<file path="config.mk">
export PLATFORM = sky130hd
export DESIGN_NAME = utf16_stream_decoder
export DESIGN_NICKNAME = d
export VERILOG_FILES = /design/src/sv/u16d_pkg.sv /design/src/sv/u16d_decode.sv /design/src/sv/u16d_rq.sv /design/src/sv/utf16_stream_decoder.sv
export SDC_FILE = /design/constraint.sdc
export NUM_CORES = 1
export LEC_CHECK = 0
export BUFFER_PORTS_ARGS = -buffer_cell sky130_fd_sc_hd__buf_4
export CORE_UTILIZATION = 50
export CTS_BUF_LIST = sky130_fd_sc_hd__clkbuf_2
export DETAILED_ROUTE_END_ITERATION = 12
export GPL_TIMING_DRIVEN = 0
export MAX_ROUTING_LAYER = met4
export PLACE_DENSITY = 0.68
export SYNTH_ARGS = -nofsm -noshare
export SYNTH_HDL_FRONTEND = slang
export SYNTH_SLANG_ARGS = --single-unit
</file>
<file path="constraint.sdc">
create_clock -name i_clk -period 7 [get_ports i_clk]
set_input_delay 1.05 -clock i_clk [delete_from_list [all_inputs] [get_ports i_clk]]
set_output_delay 1.05 -clock i_clk [all_outputs]
set_load 0.01 [all_outputs]
</file>
<file path="src/sv/u16d_pkg.sv">
`timescale 1ns / 1ps
`default_nettype none

package u16d_pkg;

    localparam int CP_W   = 21;
    localparam int UNIT_W = 16;
    localparam int BYTE_W = 8;
    localparam int HS_W   = 10;

    // result queue depth; two slots cover the worst request, two more absorb stalls
    localparam int Q_DEPTH = 4;
    localparam int Q_AW    = $clog2(Q_DEPTH);
    localparam int Q_CW    = $clog2(Q_DEPTH + 1);

    localparam logic [CP_W-1:0] CP_REPL      = 21'h00FFFD;
    localparam logic [CP_W-1:0] CP_SUPP_BASE = 21'h010000;
    localparam logic [CP_W-1:0] CP_MAX_LEGAL = 21'h10FFFD;
    localparam logic [CP_W-1:0] CP_NC_LO     = 21'h00FDD0;
    localparam logic [CP_W-1:0] CP_NC_HI     = 21'h00FDEF;
    localparam logic [CP_W-1:0] CP_SURR_LO   = 21'h00D800;
    localparam logic [CP_W-1:0] CP_SURR_HI   = 21'h00DFFF;
    localparam logic [15:0]     LO16_FFFE    = 16'hFFFE;

    // top six bits of a 16-bit unit
    localparam logic [5:0] TAG_HIGH_SURR = 6'b110110;
    localparam logic [5:0] TAG_LOW_SURR  = 6'b110111;

    typedef enum logic {
        KIND_DATA  = 1'b0,
        KIND_FLUSH = 1'b1
    } t_kind;

    typedef struct packed {
        logic [CP_W-1:0] code_point;
        logic            replaced;
        logic            last_of_run;
    } t_res;

    // up to two results produced by one request
    typedef struct packed {
        logic [1:0] count;
        t_res       r0;
        t_res       r1;
    } t_res_pair;

    function automatic logic f_legal(input logic [CP_W-1:0] cp);
        logic ok;
        ok = 1'b1;
        if (cp[15:1] == LO16_FFFE[15:1]) ok = 1'b0;       // FFFE or FFFF in low half
        if (cp > CP_MAX_LEGAL) ok = 1'b0;
        if (cp >= CP_SURR_LO && cp <= CP_SURR_HI) ok = 1'b0;
        if (cp >= CP_NC_LO && cp <= CP_NC_HI) ok = 1'b0;
        return ok;
    endfunction

    function automatic t_res f_checked(input logic [CP_W-1:0] cp, input logic last);
        t_res r;
        if (f_legal(cp)) begin
            r.code_point = cp;
            r.replaced   = 1'b0;
        end else begin
            r.code_point = CP_REPL;
            r.replaced   = 1'b1;
        end
        r.last_of_run = last;
        return r;
    endfunction

    function automatic t_res f_repl(input logic last);
        t_res r;
        r.code_point  = CP_REPL;
        r.replaced    = 1'b1;
        r.last_of_run = last;
        return r;
    endfunction

endpackage

`default_nettype wire

</file>
<file path="src/sv/u16d_decode.sv">
`timescale 1ns / 1ps
`default_nettype none

module u16d_decode
    import u16d_pkg::*;
(
    input  wire logic              i_clk,
    input  wire logic              i_rst_n,
    input  wire logic              i_big_endian,
    input  wire logic              i_valid,
    output      logic              o_ready,
    input  wire t_kind             i_kind,
    input  wire logic [BYTE_W-1:0] i_byte,
    input  wire logic [Q_CW-1:0]   i_q_free,
    output      t_res_pair         o_push
);

    // input register
    logic              r_in_valid;
    t_kind             r_in_kind;
    logic [BYTE_W-1:0] r_in_byte;

    // stream state
    logic              r_held_valid;
    logic [BYTE_W-1:0] r_held_byte;
    logic              r_hs_valid;
    logic [HS_W-1:0]   r_hs_bits;

    logic              n_held_valid;
    logic [BYTE_W-1:0] n_held_byte;
    logic              n_hs_valid;
    logic [HS_W-1:0]   n_hs_bits;

    logic [UNIT_W-1:0] unit;
    logic              is_high;
    logic              is_low;
    logic [CP_W-1:0]   joined;
    t_res_pair         pair;
    logic              adv;

    assign unit    = i_big_endian ? {r_held_byte, r_in_byte} : {r_in_byte, r_held_byte};
    assign is_high = (unit[15:10] == TAG_HIGH_SURR);
    assign is_low  = (unit[15:10] == TAG_LOW_SURR);
    assign joined  = CP_SUPP_BASE + CP_W'({r_hs_bits, unit[9:0]});

    always_comb begin
        pair         = '0;
        n_held_valid = r_held_valid;
        n_held_byte  = r_held_byte;
        n_hs_valid   = r_hs_valid;
        n_hs_bits    = r_hs_bits;
        if (r_in_kind == KIND_FLUSH) begin
            // pending surrogate first, odd byte second
            pair.count   = 2'({1'b0, r_hs_valid}) + 2'({1'b0, r_held_valid});
            pair.r0      = f_repl(!(r_hs_valid && r_held_valid));
            pair.r1      = f_repl(1'b1);
            n_held_valid = 1'b0;
            n_hs_valid   = 1'b0;
        end else if (!r_held_valid) begin
            n_held_valid = 1'b1;
            n_held_byte  = r_in_byte;
        end else begin
            n_held_valid = 1'b0;
            if (r_hs_valid && is_low) begin
                pair.count = 2'd1;
                pair.r0    = f_checked(joined, 1'b1);
                n_hs_valid = 1'b0;
            end else if (r_hs_valid) begin
                // orphaned high surrogate, then the unit on its own unless it is itself a high surrogate
                pair.r0 = f_repl(is_high);
                pair.r1 = f_checked(CP_W'(unit), 1'b1);
                if (is_high) begin
                    pair.count = 2'd1;
                    n_hs_bits  = unit[HS_W-1:0];
                end else begin
                    pair.count = 2'd2;
                    n_hs_valid = 1'b0;
                end
            end else if (is_high) begin
                n_hs_valid = 1'b1;
                n_hs_bits  = unit[HS_W-1:0];
            end else begin
                pair.count = 2'd1;
                pair.r0    = f_checked(CP_W'(unit), 1'b1);
            end
        end
    end

    assign adv     = r_in_valid && (i_q_free >= Q_CW'(pair.count));
    assign o_ready = !r_in_valid || adv;

    always_comb begin
        o_push = pair;
        if (!adv) o_push.count = 2'd0;
    end

    always_ff @(posedge i_clk) begin
        if (!i_rst_n) begin
            r_in_valid   <= 1'b0;
            r_held_valid <= 1'b0;
            r_hs_valid   <= 1'b0;
        end else begin
            if (o_ready) r_in_valid <= i_valid;
            if (adv) begin
                r_held_valid <= n_held_valid;
                r_hs_valid   <= n_hs_valid;
            end
        end
        if (o_ready && i_valid) begin
            r_in_kind <= i_kind;
            r_in_byte <= i_byte;
        end
        if (adv) begin
            r_held_byte <= n_held_byte;
            r_hs_bits   <= n_hs_bits;
        end
    end

endmodule

`default_nettype wire

</file>
<file path="src/sv/u16d_rq.sv">
`timescale 1ns / 1ps
`default_nettype none

module u16d_rq
    import u16d_pkg::*;
(
    input  wire logic            i_clk,
    input  wire logic            i_rst_n,
    input  wire t_res_pair       i_push,
    output      logic [Q_CW-1:0] o_free,
    output      logic            o_valid,
    input  wire logic            i_ready,
    output      t_res            o_res
);

    t_res              r_mem [Q_DEPTH];
    logic [Q_AW-1:0]   r_wptr;
    logic [Q_AW-1:0]   r_rptr;
    logic [Q_CW-1:0]   r_count;
    logic              pop;

    assign o_valid = (r_count != '0);
    assign o_res   = r_mem[r_rptr];
    assign o_free  = Q_CW'(Q_DEPTH) - r_count;
    assign pop     = o_valid && i_ready;

    always_ff @(posedge i_clk) begin
        if (!i_rst_n) begin
            r_wptr  <= '0;
            r_rptr  <= '0;
            r_count <= '0;
        end else begin
            r_wptr  <= r_wptr + Q_AW'(i_push.count);
            r_rptr  <= r_rptr + Q_AW'(pop);
            r_count <= r_count + Q_CW'(i_push.count) - Q_CW'(pop);
        end
        if (i_push.count != 2'd0) r_mem[r_wptr] <= i_push.r0;
        if (i_push.count == 2'd2) r_mem[r_wptr + Q_AW'(1)] <= i_push.r1;
    end

endmodule

`default_nettype wire

</file>
<file path="src/sv/utf16_stream_decoder.sv">
// Throughput: one input request per cycle while the result queue has room, and one
//   result per cycle while the receiver is ready; a request that makes two results
//   is absorbed by a 4-entry queue.
// Input is held off only while the result queue lacks room for the pending request.
// Reset: synchronous, active low; clears stream state and queue, big_endian returns to 1.
`timescale 1ns / 1ps
`default_nettype none

module utf16_stream_decoder
    import u16d_pkg::*;
(
    input  wire logic        i_clk,
    input  wire logic        i_rst_n,
    // config: big_endian
    input  wire logic        i_cfg_we,
    input  wire logic        i_cfg_wdata,
    // byte stream in
    input  wire logic        i_s_axis_tvalid,
    output      logic        o_s_axis_tready,
    input  wire logic [7:0]  i_s_axis_tdata,   // [7:0] data_byte
    input  wire logic        i_s_axis_tuser,   // [0] kind (1 = end of buffer flush)
    // code points out
    output      logic        o_m_axis_tvalid,
    input  wire logic        i_m_axis_tready,
    output      logic [23:0] o_m_axis_tdata,   // [20:0] code_point, [23:21] zero
    output      logic        o_m_axis_tuser,   // [0] replaced
    output      logic        o_m_axis_tlast    // last_of_run
);

    logic            r_big_endian;
    logic [Q_CW-1:0] q_free;
    t_res_pair       push;
    t_res            res;

    always_ff @(posedge i_clk) begin
        if (!i_rst_n) begin
            r_big_endian <= 1'b1;
        end else if (i_cfg_we) begin
            r_big_endian <= i_cfg_wdata;
        end
    end

    // input register, byte pairing, surrogate joining and legality check
    u16d_decode u_decode (
        .i_clk        (i_clk),
        .i_rst_n      (i_rst_n),
        .i_big_endian (r_big_endian),
        .i_valid      (i_s_axis_tvalid),
        .o_ready      (o_s_axis_tready),
        .i_kind       (t_kind'(i_s_axis_tuser)),
        .i_byte       (i_s_axis_tdata),
        .i_q_free     (q_free),
        .o_push       (push)
    );

    // result queue: takes up to two results a cycle, hands out one
    u16d_rq u_rq (
        .i_clk   (i_clk),
        .i_rst_n (i_rst_n),
        .i_push  (push),
        .o_free  (q_free),
        .o_valid (o_m_axis_tvalid),
        .i_ready (i_m_axis_tready),
        .o_res   (res)
    );

    assign o_m_axis_tdata = {3'b000, res.code_point};
    assign o_m_axis_tuser = res.replaced;
    assign o_m_axis_tlast = res.last_of_run;

endmodule

`default_nettype wire

</file>
# ---- Word-level counts from Yosys, hierarchy flattened
# Memory sizes are Yosys's and may differ from the RTL's. A register that Yosys moved wholly into a read port is not among the register bits.
# Index checks and enable logic that the tools add are counted.
dict set report totals {
  register_bits 38
  output_inout_bits 28
  in_bits 15
  ram_bits 92
  memories 1
  word_cells 101
  rom_bits 0
  latch_bits 0
}
dict set report op_classes {
  eq_ne 5
  n_div 0
  n_shift 0
  mul 0
  n_reduce_logical 18
  n_lt_le_gt_ge 11
  bitwise_logic 3
  addsub 8
  n_mux 44
}
# memory depth word_bits read_ports rd_clocked_by_memory_dff wr line_no
set memory_table {}
lappend memory_table {u_rq.r_mem 4 23 1 1 2 u16d_rq.sv:16} ;# t_res r_mem [Q_DEPTH];
# op n
set ops {}
lappend ops {{$mux W48} 2}
lappend ops {{$mux W25} 2}
lappend ops {{$ge A21 B16 Y1 const B} 2}
lappend ops {{$le A21 B16 Y1 const B} 2}
lappend ops {{$mux W17} 2}
lappend ops {{$ge A16 B16 Y1 const B} 2}
lappend ops {{$le A16 B16 Y1 const B} 2}
lappend ops {{$eq A15 B15 Y1 const B} 2}
lappend ops {{$mux W1} 30}
lappend ops {{$mux W24} 1}
lappend ops {{$mux W23} 1}
lappend ops {{$mux W22} 1}
lappend ops {{$add A17 B20 Y21 const A} 1}
lappend ops {{$gt A16 B21 Y1 const B} 1}
lappend ops {{$gt A21 B21 Y1 const B} 1}
lappend ops {{$mux W18} 1}
lappend ops {{$mux W16} 1}
lappend ops {{$eq A6 B6 Y1 const B} 2}
lappend ops {{$logic_and A1 B1 Y1} 9}
lappend ops {{$mux W2} 3}
lappend ops {{$reduce_and A5 Y1} 1}
lappend ops {{$reduce_bool A2 Y1} 2}
lappend ops {{$add A3 B2 Y3} 1}
lappend ops {{$ge A3 B2 Y1} 1}
lappend ops {{other kinds (13)} 16}

# ---- Depth between registers and ports, before layout
dict set report depth {
  depth_word 23
  ltp_mapped 21
}

# ---- Cells and area by module
# From an unflattened synthesis, not the netlist that was laid out.
dict set report hier_totals {
  hier_cells 546
  area_unflattened_um2 7359.6
}
# module area_each_um2 seq_area_each_um2 instances cells_per_inst
set by_module_without_submodules {}
lappend by_module_without_submodules {u16d_rq 4892.2 2902.8 1 275}
lappend by_module_without_submodules {u16d_decode 2407.3 870.8 1 264}
lappend by_module_without_submodules {utf16_stream_decoder 60.1 20.0 1 7}

# ---- Worst setup path before layout
# OpenSTA, ideal clock, no wires.
dict set report synth_timing {
  path_type {register to register}
  start {reg r_big_endian}
  end {mem u_rq.r_mem[0][14] (netlist bit) (data pin)}
  path_buffers 3
  required_ps 6720
  synth_period_minus_slack_ps 5119
  t_arrival_ps 4839
  stages_incl_launch_ff 22
  setup_slack_ps 1881
  cell_sequence {dfxtp_1 buf_6 buf_2 clkbuf_1 mux2_2 nor2_1 nand2_1 ha_1 nand2_1 o21ai_0 a21oi_1 inv_1 ha_1 nand2b_1 a22oi_1 nor2_1 nor2_2 nor3_1 nor2_1 inv_1 nand2_1 o221ai_1}
}
# item line_no
set synth_rtl {}
lappend synth_rtl {{start, declared} utf16_stream_decoder.sv:30} ;# logic r_big_endian;
lappend synth_rtl {{start signal, assigned} utf16_stream_decoder.sv:39} ;# r_big_endian <= i_cfg_wdata;
lappend synth_rtl {{end, declared} u16d_rq.sv:16}

==> results.md <==
* Final setup viols at 0
* Vias in the first global route at 5,318
* Gate power share at 27.7%
* IO Port Bufs at 39
* Cts hold-fix bufs at 0
* Final net count at 646
* Outcome: finished, final reports clean
* DPL Wire Length at 13.1 mm
* Pwr/cell area at 261 nW/um2
* Drt wl/cell at 22.9 um
* Clock Skew at 0.0337 ns
* First-pass GRT wire length at 29.1 mm
* Sequential share of power at 45.9%
* Max Cap Viol at 0
* Ys Warns at 0
* Crit path max-delay cell type: inv_1
* Peak supply drop at 0.127 mV
* Top delay family on crit path: simple AND/OR/NAND/NOR gates
* Worst Tran Pin Value at 1.22 ns
* CP Cell Sequence: buf_6 > buf_2 > clkbuf_1 > mux2_2 > nor2_1 > nand2_1 > ha_1 > nand2_1 > o21ai_0 > a21oi_1 > inv_1 > ha_1 > nand2b_1 > a22oi_2 > nor2_1 > nor2_2 > nor3_1 > nor2_1 > inv_1 > nand2_1 > o221ai_1
* Mapped Avg Cell Area at 12.3 um2
* Worst skew pair latency at 0.76 ns
* Crit. End Element: flip-flop
* Asr flop ratio synth at 0%
* Total leakage power at 2.61 nW
* Initial core utilization at 51.5%
* Setup Buffers After CTS at 0
* Die W at 119 um
* CTS root buf: clkbuf_2
* Htree depth at 4
* Core Rows at 42
* Final period utilization at 92.5%
* Req. time, crit path at 7.46 ns
* Register area share after synthesis at 52.5%
* Clock share of power at 26.4%
* ANT cells at 0
* RSZ-0062 raised after global routing: no
* Via count at 5,283
* I/O pin count at 43
* Clock Pin Slew Worst Setup and Hold Paths at 0.20 ns
* Area delta synth->final at 11.8%
* Die area at 14,200 um2
* P_sw at 0.000634 W
* Placed Cells at 774
* CTS tree: built
* Worst setup SP type: flip-flop
* Share of cells above drive strength 1 at 20.8%
* Grt total ovfl at 0
* CP max stage delay at 0.56 ns
* Post-synth EDFFs at 99
* Power after layout at 0.00200 W
* Pre-antenna DRT Iters at 5
* Final slew viol count at 0
* DR vias/cell at 6.55
* CTS sink cnt at 130
* Worst-case clock buffer depth at 2
* Hold Vio Cnt, Final at 0
* Pint at 0.00136 W
* Synth cell types at 70
* Slew HR at 18.3%
* Post-route ant nets at 0
* Crit path DAT at 6.94 ns
* Resize count post-CTS at 0
* Syn Inst Count at 557
* Area post-placement at 7370 um2
* Worst min path class: input pin to flip-flop
* DR DRC count at 0
* Final Wtd Congestion at 0.951
* Yosys reg bits at 130
* Reg2reg setup slack at 0.52 ns
* Die height at 119 um
* Initial DRC count at 544
* GRT Total Usage at 28.5%
* Sw frac at 31.7%
* WS Path Type: flip-flop to flip-flop
* Largest net degree at the start of global routing at 20
* Core Box Area at 13,300 um2
* Crit path buf inv count at 5
* Initial antenna violation count at 0
* CP max FO at 19
* Cell Area, Synth at 6850 um2
* Final Cell Area at 7650 um2
* Most common flop cell mapped by yosys: edfxtp_1
* DRT Wirelength at 18.4 mm
* Final Non-Filler Cells at 806
* Tmin final at 6.48 ns
* Clock buffer count from CTS at 17
* FMAX at 0.154 GHz
* Setup TNS at 0 ns
==> worst paths after layout <==
check / from / to / cells past startpoint
min: i_s_axis_tdata[1] / u_decode.r_in_byte[1]$_DFFE_PP_ / 1
min reg2reg: u_rq.r_mem[1][19]$_SDFFE_PP0P_ / u_rq.r_mem[1][19]$_SDFFE_PP0P_ / 1
max reg2reg: r_big_endian$_SDFFE_PN1P_ / u_rq.r_mem[0][15]$_DFFE_PP_ / 21
max: r_big_endian$_SDFFE_PN1P_ / u_rq.r_mem[0][15]$_DFFE_PP_ / 21
==> kinds of logic (layout without fill, tap and decap cells) <==
| kind of cell | Yosys count | count (layout) | share of synthesized area, % |
|---|---|---|---|
| other | 1 | 3 | 0.0548 |
| buffers and inverters | 56 | 127 | 3.76 |
| XOR/XNOR | 8 | 8 | 1.02 |
| AND/OR/NAND/NOR | 141 | 141 | 10.8 |
| flip-flops | 130 | 130 | 52.5 |
| multiplexers | 39 | 39 | 9.98 |
| AO/OA/AOI/OAI | 168 | 168 | 19.2 |
| adder cells (fa/ha/maj) | 14 | 14 | 2.67 |
==> layout make-up <==
class                   count  area [um2]
multi-input cells         373        3010
plain buffers              26         145
clock inverters            14         188
repair buffers             39         293
fillers                  1139        5640
flip-flops and latches    130        3590
well taps                 176         220
inverters                  30         113
clock buffers              18        90.1
==> sequential cells by signal, indices dropped and copies added, names as in the netlist <==
signal,cells
r_big_endian,1
u_rq.r_count,3
u_rq.r_mem,92
u_decode.r_held_byte,8
u_rq.r_wptr,2
u_decode.r_in_byte,8
u_decode.r_held_valid,1
u_decode.r_hs_bits,10
u_decode.r_in_kind,1
u_rq.r_rptr,2
u_decode.r_hs_valid,1
u_decode.r_in_valid,1
==> power groups by stage <==
stage / clock, W / combinational, W / sequential, W
after global routing: 0.000568 / 0.000602 / 0.000922
after detailed placement: 0 / 0.000550 / 0.000934
final: 0.000527 / 0.000553 / 0.000917
after floorplan: 0 / 0.000365 / 0.000920
after global placement: 0 / 0.000540 / 0.000930
after CTS: 0.000531 / 0.000552 / 0.000916
==> placed cells by master (no fill, tap or decap), types with 12 or more instances in the layout <==
cell       n
mux2i_1   12
clkbuf_1  12
a21oi_1   17
mux4_2    23
o221ai_1  29
clkbuf_2  19
dfxtp_1   31
o21ai_0   15
a22o_1    21
o211ai_1  27
nand2_1   27
ha_1      13
inv_1     30
edfxtp_1  99
nor2_1    41
buf_4     43
==> cells in the mapped netlist, types with 5 or more instances <==
cell,count,area share [%]
mux4_2,23,7.6
a21oi_1,17,1.2
nor2_1,41,2.2
a21o_1,6,0.66
or2_2,5,0.46
nand2b_1,11,1.0
o211ai_1,27,3.0
a22o_1,21,2.7
a32o_1,6,0.88
nand4_1,6,0.55
xnor2_1,5,0.64
o211ai_2,5,0.91
and2_1,7,0.64
ha_1,13,2.4
nand2_1,27,1.5
dfxtp_1,31,9.1
clkbuf_1,12,0.66
edfxtp_1,99,43
nor2b_1,9,0.82
o221ai_1,29,3.7
o21ai_0,15,1.1
o21ai_1,7,0.51
mux2i_1,12,1.8
nor3_1,7,0.51
nand3_1,8,0.58
inv_1,30,1.6
==> routing by layer <==
metal	track usage [%]	wire (um)	vias up
met5	-	0	-
met4	16.9	805	0
met3	5.36	1460	60
met2	43.8	8760	278
met1	35.2	7400	2600
li1	-	-	2345
==> metrics by stage <==
step                util [%]  setup WS [ns]  hold slack (ns)
floorplan                  -           1.88            0.437
global placement        55.4          0.343            0.445
detailed placement      55.4          0.280            0.458
CTS                     57.5          0.225            0.426
global route            57.6        0.00615            0.400
finish                  57.6          0.523            0.452
Note: power is estimated with default switching activity, not from simulation.
